[src/sv/dcus_pkg.sv]
package dcus_pkg;

    // channel counts of the two dacs
    localparam int COIL_CHANNELS = 4;
    localparam int FAN_CHANNELS  = 4;

    // request codes
    localparam logic [1:0] REQ_SET_COIL = 2'd0;
    localparam logic [1:0] REQ_SET_FAN  = 2'd1;
    localparam logic [1:0] REQ_POLL     = 2'd2;
    localparam logic [1:0] REQ_DONE     = 2'd3;

    // register indexes (byte address / 4)
    localparam logic [2:0] REG_SCALE_FACTOR = 3'd0;
    localparam logic [2:0] REG_MAX_DAC      = 3'd1;
    localparam logic [2:0] REG_MAX_FAN      = 3'd2;
    localparam logic [2:0] REG_LOAD_CMD     = 3'd3;
    localparam logic [2:0] REG_X_COIL       = 3'd4;
    localparam logic [2:0] REG_Y_COIL       = 3'd5;

    localparam int PADDR_W = 5;

    localparam logic [14:0] VOLT_MAX = 15'h7fff;

    typedef struct packed {
        logic [1:0]         req_type;
        logic [1:0]         channel;
        logic signed [15:0] voltage;
    } t_req;

    typedef struct packed {
        logic       send_valid;
        logic       target_dac;
        logic [7:0] cmd_byte;
        logic [7:0] data_high;
        logic [7:0] data_low;
        logic       x_dir_n;
        logic       y_dir_n;
        logic       bus_busy_out;
    } t_result;

    typedef struct packed {
        logic [15:0] scale_factor;
        logic [14:0] dac_clamp;
        logic [14:0] max_fan_voltage;
        logic [7:0]  load_command;
        logic [1:0]  x_coil_channel;
        logic [1:0]  y_coil_channel;
    } t_cfg;

endpackage

[src/sv/dcus_cfg.sv]
module dcus_cfg (
    input  logic                          i_clk,
    input  logic                          i_rst_n,
    input  logic                          psel,
    input  logic                          penable,
    input  logic                          pwrite,
    input  logic [dcus_pkg::PADDR_W-1:0]  paddr,
    input  logic [31:0]                   pwdata,
    output logic [31:0]                   prdata,
    output logic                          pready,
    output dcus_pkg::t_cfg                o_cfg
);

    dcus_pkg::t_cfg r_cfg;
    logic [2:0]     reg_idx;
    logic           wr_en;

    assign reg_idx = paddr[dcus_pkg::PADDR_W-1:2];
    assign wr_en   = psel & penable & pwrite;
    assign pready  = 1'b1;
    assign o_cfg   = r_cfg;

    always_ff @(posedge i_clk) begin
        if (!i_rst_n) begin
            r_cfg.scale_factor    <= 16'd0;
            r_cfg.dac_clamp       <= dcus_pkg::VOLT_MAX;
            r_cfg.max_fan_voltage <= dcus_pkg::VOLT_MAX;
            r_cfg.load_command    <= 8'd0;
            r_cfg.x_coil_channel  <= 2'd0;
            r_cfg.y_coil_channel  <= 2'd1;
        end else if (wr_en) begin
            case (reg_idx)
                dcus_pkg::REG_SCALE_FACTOR: r_cfg.scale_factor    <= pwdata[15:0];
                dcus_pkg::REG_MAX_DAC:      r_cfg.dac_clamp       <= pwdata[14:0];
                dcus_pkg::REG_MAX_FAN:      r_cfg.max_fan_voltage <= pwdata[14:0];
                dcus_pkg::REG_LOAD_CMD:     r_cfg.load_command    <= pwdata[7:0];
                dcus_pkg::REG_X_COIL:       r_cfg.x_coil_channel  <= pwdata[1:0];
                dcus_pkg::REG_Y_COIL:       r_cfg.y_coil_channel  <= pwdata[1:0];
                default: begin
                end
            endcase
        end
    end

    always_comb begin
        case (reg_idx)
            dcus_pkg::REG_SCALE_FACTOR: prdata = {16'd0, r_cfg.scale_factor};
            dcus_pkg::REG_MAX_DAC:      prdata = {17'd0, r_cfg.dac_clamp};
            dcus_pkg::REG_MAX_FAN:      prdata = {17'd0, r_cfg.max_fan_voltage};
            dcus_pkg::REG_LOAD_CMD:     prdata = {24'd0, r_cfg.load_command};
            dcus_pkg::REG_X_COIL:       prdata = {30'd0, r_cfg.x_coil_channel};
            dcus_pkg::REG_Y_COIL:       prdata = {30'd0, r_cfg.y_coil_channel};
            default:                    prdata = 32'd0;
        endcase
    end

endmodule

[src/sv/dcus_core.sv]
module dcus_core (
    input  logic              i_clk,
    input  logic              i_rst_n,
    input  logic              i_in_valid,
    input  dcus_pkg::t_req    i_req,
    input  dcus_pkg::t_cfg    i_cfg,
    output logic              o_result_valid,
    output dcus_pkg::t_result o_result
);

    // input register
    logic              r_in_valid;
    dcus_pkg::t_req    r_in;

    // channel state
    logic [14:0] r_coil_value [dcus_pkg::COIL_CHANNELS];
    logic [14:0] n_coil_value [dcus_pkg::COIL_CHANNELS];
    logic [dcus_pkg::COIL_CHANNELS-1:0] r_coil_pending, n_coil_pending;
    logic [14:0] r_fan_value [dcus_pkg::FAN_CHANNELS];
    logic [14:0] n_fan_value [dcus_pkg::FAN_CHANNELS];
    logic [dcus_pkg::FAN_CHANNELS-1:0] r_fan_pending, n_fan_pending;
    logic r_bus_busy, n_bus_busy;
    logic r_x_dir, n_x_dir;
    logic r_y_dir, n_y_dir;

    // result register
    logic              r_out_valid;
    dcus_pkg::t_result r_res, n_res;

    // poll path
    logic        sel_found;
    logic        sel_fan;
    logic [1:0]  sel_ch;
    logic [14:0] sel_value;
    logic [14:0] clamped;
    logic [30:0] product;
    logic [15:0] data_word;

    // coil / fan set path
    logic        neg;
    logic [15:0] abs_v;
    logic [14:0] coil_mag;
    logic        fan_at_max;

    assign neg        = r_in.voltage[15];
    assign abs_v      = neg ? (16'd0 - r_in.voltage) : r_in.voltage;
    assign coil_mag   = abs_v[15] ? dcus_pkg::VOLT_MAX : abs_v[14:0];
    assign fan_at_max = r_in.voltage >= $signed({1'b0, i_cfg.max_fan_voltage});

    // lowest pending coil first, then lowest pending fan
    always_comb begin
        sel_found = 1'b0;
        sel_fan   = 1'b0;
        sel_ch    = 2'd0;
        sel_value = 15'd0;
        for (int i = dcus_pkg::FAN_CHANNELS - 1; i >= 0; i--) begin
            if (r_fan_pending[i]) begin
                sel_found = 1'b1;
                sel_fan   = 1'b1;
                sel_ch    = 2'(i);
                sel_value = r_fan_value[i];
            end
        end
        for (int i = dcus_pkg::COIL_CHANNELS - 1; i >= 0; i--) begin
            if (r_coil_pending[i]) begin
                sel_found = 1'b1;
                sel_fan   = 1'b0;
                sel_ch    = 2'(i);
                sel_value = r_coil_value[i];
            end
        end
    end

    assign clamped   = (sel_value > i_cfg.dac_clamp) ? i_cfg.dac_clamp : sel_value;
    assign product   = 31'(i_cfg.scale_factor) * 31'(clamped);
    assign data_word = {product[27:16], 4'd0};

    always_comb begin
        n_coil_value   = r_coil_value;
        n_coil_pending = r_coil_pending;
        n_fan_value    = r_fan_value;
        n_fan_pending  = r_fan_pending;
        n_bus_busy     = r_bus_busy;
        n_x_dir        = r_x_dir;
        n_y_dir        = r_y_dir;
        n_res          = '0;

        case (r_in.req_type)
            dcus_pkg::REQ_SET_COIL: begin
                for (int i = 0; i < dcus_pkg::COIL_CHANNELS; i++) begin
                    if (r_in.channel == 2'(i)) begin
                        n_coil_value[i]   = coil_mag;
                        n_coil_pending[i] = 1'b1;
                        if (r_in.channel == i_cfg.x_coil_channel) begin
                            n_x_dir = ~neg;
                        end else if (r_in.channel == i_cfg.y_coil_channel) begin
                            n_y_dir = ~neg;
                        end
                    end
                end
            end
            dcus_pkg::REQ_SET_FAN: begin
                for (int i = 0; i < dcus_pkg::FAN_CHANNELS; i++) begin
                    if (r_in.channel == 2'(i)) begin
                        if (fan_at_max) begin
                            n_fan_value[i]   = i_cfg.max_fan_voltage;
                            n_fan_pending[i] = 1'b1;
                        end else if (neg) begin
                            n_fan_pending[i] = 1'b0;
                        end else begin
                            n_fan_value[i]   = r_in.voltage[14:0];
                            n_fan_pending[i] = 1'b1;
                        end
                    end
                end
            end
            dcus_pkg::REQ_POLL: begin
                if (!r_bus_busy && sel_found) begin
                    n_res.send_valid = 1'b1;
                    n_res.target_dac = sel_fan;
                    n_res.cmd_byte   = {6'd0, sel_ch} | i_cfg.load_command;
                    n_res.data_high  = data_word[15:8];
                    n_res.data_low   = data_word[7:0];
                    n_bus_busy       = 1'b1;
                    for (int i = 0; i < dcus_pkg::COIL_CHANNELS; i++) begin
                        if (!sel_fan && sel_ch == 2'(i)) begin
                            n_coil_pending[i] = 1'b0;
                        end
                    end
                    for (int i = 0; i < dcus_pkg::FAN_CHANNELS; i++) begin
                        if (sel_fan && sel_ch == 2'(i)) begin
                            n_fan_pending[i] = 1'b0;
                        end
                    end
                end
            end
            dcus_pkg::REQ_DONE: begin
                n_bus_busy = 1'b0;
            end
            default: begin
            end
        endcase

        n_res.x_dir_n      = n_x_dir;
        n_res.y_dir_n      = n_y_dir;
        n_res.bus_busy_out = n_bus_busy;
    end

    always_ff @(posedge i_clk) begin
        if (!i_rst_n) begin
            r_in_valid     <= 1'b0;
            r_out_valid    <= 1'b0;
            r_coil_pending <= '0;
            r_fan_pending  <= '0;
            r_bus_busy     <= 1'b0;
            r_x_dir        <= 1'b1;
            r_y_dir        <= 1'b1;
            for (int i = 0; i < dcus_pkg::COIL_CHANNELS; i++) begin
                r_coil_value[i] <= 15'd0;
            end
            for (int i = 0; i < dcus_pkg::FAN_CHANNELS; i++) begin
                r_fan_value[i] <= 15'd0;
            end
        end else begin
            r_in_valid  <= i_in_valid;
            r_out_valid <= r_in_valid;
            if (r_in_valid) begin
                r_coil_value   <= n_coil_value;
                r_coil_pending <= n_coil_pending;
                r_fan_value    <= n_fan_value;
                r_fan_pending  <= n_fan_pending;
                r_bus_busy     <= n_bus_busy;
                r_x_dir        <= n_x_dir;
                r_y_dir        <= n_y_dir;
            end
        end
    end

    always_ff @(posedge i_clk) begin
        if (i_in_valid) begin
            r_in <= i_req;
        end
        if (r_in_valid) begin
            r_res <= n_res;
        end
    end

    assign o_result_valid = r_out_valid;
    assign o_result       = r_res;

    a_strobe_follows: assert property (@(posedge i_clk) disable iff (!i_rst_n)
        r_in_valid |=> r_out_valid)
        else $error("result strobe missing after registered item");

    a_send_marks_busy: assert property (@(posedge i_clk) disable iff (!i_rst_n)
        (r_out_valid && r_res.send_valid) |-> (r_res.bus_busy_out && r_bus_busy))
        else $error("command sent without bus marked busy");

    a_busy_tracks_state: assert property (@(posedge i_clk) disable iff (!i_rst_n)
        r_out_valid |-> (r_res.bus_busy_out == r_bus_busy))
        else $error("reported bus state differs from held state");

    a_idle_fields_zero: assert property (@(posedge i_clk) disable iff (!i_rst_n)
        (r_out_valid && !r_res.send_valid) |->
            (r_res.cmd_byte == 8'd0 && r_res.data_high == 8'd0 &&
             r_res.data_low == 8'd0 && !r_res.target_dac))
        else $error("command fields not cleared when nothing sent");

endmodule

[src/sv/dac_channel_update_scheduler.sv]
// an accepted item is captured in the input register, and its result and strobe
// are then captured in the result register
// throughput: one item per cycle, busy never rises, set by the single process stage
// the multiply of scale factor by the clamped voltage sits in that one stage
// reset: i_rst_n synchronous active low, clears pending marks, frees the bus,
// sets both directions positive and loads register defaults; no receiver stall
module dac_channel_update_scheduler (
    input  logic                          i_clk,
    input  logic                          i_rst_n,
    // item channel
    input  logic                          start,
    output logic                          busy,
    input  dcus_pkg::t_req                i_req,
    output logic                          o_result_valid,
    output dcus_pkg::t_result             o_result,
    // register port
    input  logic                          psel,
    input  logic                          penable,
    input  logic                          pwrite,
    input  logic [dcus_pkg::PADDR_W-1:0]  paddr,
    input  logic [31:0]                   pwdata,
    output logic [31:0]                   prdata,
    output logic                          pready
);

    dcus_pkg::t_cfg cfg;
    logic           in_accept;

    // every item is taken: state reads and writes stay in the single process stage
    assign busy      = 1'b0;
    assign in_accept = start & ~busy;

    // configuration registers
    dcus_cfg u_cfg (
        .i_clk   (i_clk),
        .i_rst_n (i_rst_n),
        .psel    (psel),
        .penable (penable),
        .pwrite  (pwrite),
        .paddr   (paddr),
        .pwdata  (pwdata),
        .prdata  (prdata),
        .pready  (pready),
        .o_cfg   (cfg)
    );

    // input register, channel state, poll selection, scaling and result register
    dcus_core u_core (
        .i_clk          (i_clk),
        .i_rst_n        (i_rst_n),
        .i_in_valid     (in_accept),
        .i_req          (i_req),
        .i_cfg          (cfg),
        .o_result_valid (o_result_valid),
        .o_result       (o_result)
    );

endmodule
[config.mk]
export PLATFORM = sky130hd
export DESIGN_NAME = dac_channel_update_scheduler
export DESIGN_NICKNAME = d
export VERILOG_FILES = /design/src/sv/dcus_pkg.sv /design/src/sv/dcus_cfg.sv /design/src/sv/dcus_core.sv /design/src/sv/dac_channel_update_scheduler.sv
export SDC_FILE = /design/constraint.sdc
export NUM_CORES = 1
export LEC_CHECK = 0
export ABC_AREA = 1
export BUFFER_PORTS_ARGS = -buffer_cell sky130_fd_sc_hd__buf_2
export CAP_MARGIN = 20
export CORE_MARGIN = 1
export CORE_UTILIZATION = 57
export CTS_CLUSTER_DIAMETER = 80
export CTS_CLUSTER_SIZE = 28
export DETAILED_ROUTE_END_ITERATION = 12
export HOLD_SLACK_MARGIN = 0.02
export PLACE_DENSITY_LB_ADDON = 0.15
export SLEW_MARGIN = 10
export SYNTH_ARGS = -nofsm -noshare
export SYNTH_HDL_FRONTEND = slang
export SYNTH_SLANG_ARGS = --single-unit
export TNS_END_PERCENT = 10
[constraint.sdc]
create_clock -name i_clk -period 8.1 [get_ports i_clk]
set_input_delay 0.405 -clock i_clk [delete_from_list [all_inputs] [get_ports i_clk]]
set_output_delay 0.405 -clock i_clk [all_outputs]
set_load 0.01 [all_outputs]
==> flow_metrics.tcl <==
set metrics [dict create \
    min_period_ns 7.83 \
    via_count 17715 \
    grt_overflow_total 0 \
    start_util 0.584 \
    final_nets 2992 \
    p_sw_frac 0.288 \
    internal_power_mw 1.70 \
    syn_area_per_cell_um2 7.67 \
    grt_antenna_before_repair 0 \
    yosys.area.top_type "dfxtp_1" \
    power.share.clock 0.343 \
    layoutNonFillerInstCount 3096 \
    die_area_mm2 0.0344 \
    reg2reg_to "u_core.o_result[12]$_SDFFCE_PN0P_" \
    numCtsBuffers 14 \
    yosys_warnings 0 \
    finalCritPeriodShare 0.967 \
    rr_worst_depth 42 \
    insertion_delay_ns 0.51 \
    slew_viol_final 0 \
    tns_ns 0 \
    setup_ws_ns 0.265 \
    async_flop_share 0 \
    path_clk_slew_ns 0.11 \
    vias_per_cell 5.72 \
    synthTopCellsByArea "dfxtp_1 (20%), fa_1 (18%), inv_1 (9.5%)" \
    ant_nets 0 \
    core_area_mm2 0.0329 \
    hp-start "i_req[16]" \
    min_path_cells 1 \
    status "finished, final reports clean" \
    syn_inst 2501 \
    firstDrtPassIters 5 \
    n_fill_cell 2962 \
    reg2reg_from "u_core.r_fan_pending[1]$_SDFFE_PN0P_" \
    slowest_delay_ns 0.53 \
    setup_viol 0 \
    wl_um 60900 \
    grt_first_pass_wirelength_um 95700 \
    drc_errors 0 \
    gp_congestion 0.968 \
    place_ws_ns -0.0579 \
    holdPathEnd "u_core.r_in[16]$_DFFE_PP_" \
    skew_ns 0.0352 \
    cp_max_fo 13 \
    tightest_slew_ns 0.921 \
    power_leakage_nw 10.9 \
    path_common_cell "nand2_1" \
    required_ns 8.37 \
    fmax_mhz 128 \
    multi_input_area_mm2 0.0119 \
    regToRegSetupSlack_ns 0.27 \
    syn_to_final_growth_pct 13.5 \
    p_seq_frac 0.523 \
    worstSetupPathType "reg2reg" \
    end_kind "register" \
    drive_gt1_frac 0.141 \
    grtUsageTotal 0.364 \
    core.rowCount 66 \
    slew_headroom 0.386 \
    cts_sinks 236 \
    grt_max_degree 96 \
    layout_common_cells "inv_1 (485), nand2_1 (287), nor2_1 (278), nand3_1 (196), dfxtp_1 (187)" \
    cts_hold_buf 0 \
    port_buffers 86 \
    slowest_stage "fa_1" \
    grt_setup_unrepaired "true" \
    final_common_cell "inv_1" \
    die_h_um 185 \
    power_mw 2.39 \
    crit_path_start_kind "register" \
    placed_cells 3063 \
    place_hpwl_um 48200 \
    netlist_area_mm2 0.0192 \
    p_switching_mw 0.687 \
    hold_class "in2reg" \
    cts-root-buf "clkbuf_16" \
    avgRoutedWirePerCell_um 19.7 \
    p_per_area_mw_per_mm2 110 \
    die_w_um 185 \
    cts_tree "built" \
    synth_top_area_frac 0.199 \
    cts_buffer_depth 3 \
    vdd_drop_max_mv 0.197 \
    dominantRegCellSynth "dfxtp_1" \
    cap_violations 0 \
    hold_viol 0 \
    htree_levels 1 \
    diodes 0 \
    synth-edff-count 45 \
    crit_arrival_ns 8.10 \
    synthDistinctLibCells 51 \
    seq_area_mm2 0.00518 \
    drt_iter0_drc 1470 \
    p_comb_frac 0.133 \
    yosysSeqAreaShare 0.270 \
    ios 127 \
    grt_pass1_vias 17587 \
    ys_ff_latch 236 \
]
==> synth_stat cells (14+ instances only) <==
cell type,n
inv_1,486
ha_1,106
buf_2,22
nand3_1,196
o21ai_0,142
nor2_1,289
buf_4,24
o211ai_1,105
o221ai_1,20
fa_1,177
clkbuf_1,82
nor3_1,14
a21oi_1,152
edfxtp_1,45
dfxtp_1,191
nand2_1,309
==> worst max-delay path by stage <==
stage / cells past startpoint / to / from / slack (ns)
final: 42 / u_core.o_result[12]$_SDFFCE_PN0P_ / u_core.r_fan_pending[1]$_SDFFE_PN0P_ / 0.27
after global routing: 41 / u_core.o_result[16]$_SDFFCE_PN0P_ / u_core.r_fan_pending[1]$_SDFFE_PN0P_ / -0.16
after CTS: 40 / u_core.o_result[13]$_SDFFCE_PN0P_ / u_core.r_fan_pending[3]$_SDFFE_PN0P_ / -0.01
after detailed placement: 38 / u_core.o_result[18]$_SDFFCE_PN0P_ / u_core.r_fan_pending[3]$_SDFFE_PN0P_ / -0.06
after global placement: 37 / u_core.o_result[11]$_SDFFCE_PN0P_ / u_core.r_fan_pending[3]$_SDFFE_PN0P_ / 0.01
after floorplan: 38 / u_core.o_result[13]$_SDFFCE_PN0P_ / u_core.r_fan_pending[2]$_SDFFE_PN0P_ / 0.55
==> worst max-delay path: cells and delay by family, from the launching register on <==
kind | cells | cell delay (ns)
fa+ha+maj | 8 | 3.46
buf+inv | 14 | 1.52
compound gates | 8 | 1.23
simple gates | 12 | 1.02
flops | 1 | 0.37
==> state kept, by name, indices dropped and copies added (netlist names) <==
name	count
u_core.r_coil_value	60
u_core.r_fan_value	60
u_cfg.o_cfg	58
u_core.o_result	25
u_core.r_in	19
u_core.r_coil_pending	4
u_core.r_fan_pending	4
u_core.neg	1
u_core.o_result_valid	1
u_core.r_bus_busy	1
u_core.r_in_valid	1
u_core.r_x_dir	1
u_core.r_y_dir	1
==> layout make-up <==
cell class                 count  area share
timing repair buffer         244      0.0817
clock inverter                 6     0.00396
clock buffer                  18      0.0187
sequential                   236       0.238
tap                          442      0.0254
inverter                     501      0.0863
multi-input combinational   1649       0.546
==> power by group through the flow <==
stage | clock network [mW] | logic [mW] | registers, mW
2_1_floorplan | 0 | 0.176 | 1.27
3_3_place_gp | 0 | 0.299 | 1.27
3_5_place_dp | 0 | 0.304 | 1.28
4_1_cts | 0.829 | 0.306 | 1.25
5_1_grt | 0.871 | 0.343 | 1.25
6_report | 0.820 | 0.319 | 1.25
==> cell families (layout without fill, tap and decap cells) <==
kind of cell    after synthesis  after routing  share of synthesized area
fa+ha+maj                   283            283                      0.254
compound gates              479            479                      0.151
flops                       236            236                      0.270
buf+inv                     637            769                      0.131
other cells                   2             22                   0.000391
mux                           2              2                    0.00111
simple gates                851            852                      0.188
xor+xnor                     11             11                    0.00502
==> repair_timing <==
| action | in CTS | in global routing |
|---|---|---|
| endpoints found under the setup margin | 9 | 12 |
| buffers inserted | 2 | 6 |
| pin swaps | 1 | 19 |
| gates resized for setup | 5 | 95 |
| gates cloned | 0 | 1 |
==> layer usage <==
layer | wire [um] | track usage | vias to the layer above
li1 | - | - | 8280
met1 | 23200 | 0.427 | 8510
met2 | 29400 | 0.628 | 724
met5 | 0 | 0 | -
met3 | 4120 | 0.0517 | 201
met4 | 4240 | 0.224 | 0
==> stage by stage <==
stage	area, um^2	util	hold WS, ns
3_5_place_dp	20900	0.635	0.463
4_1_cts	21400	0.652	0.0669
5_1_grt	21800	0.663	0.0554
6_report	21800	0.663	0.0719
2_1_floorplan	19300	-	0.434
3_3_place_gp	20900	0.635	0.444
Note: power is estimated with default switching activity, not from simulation.
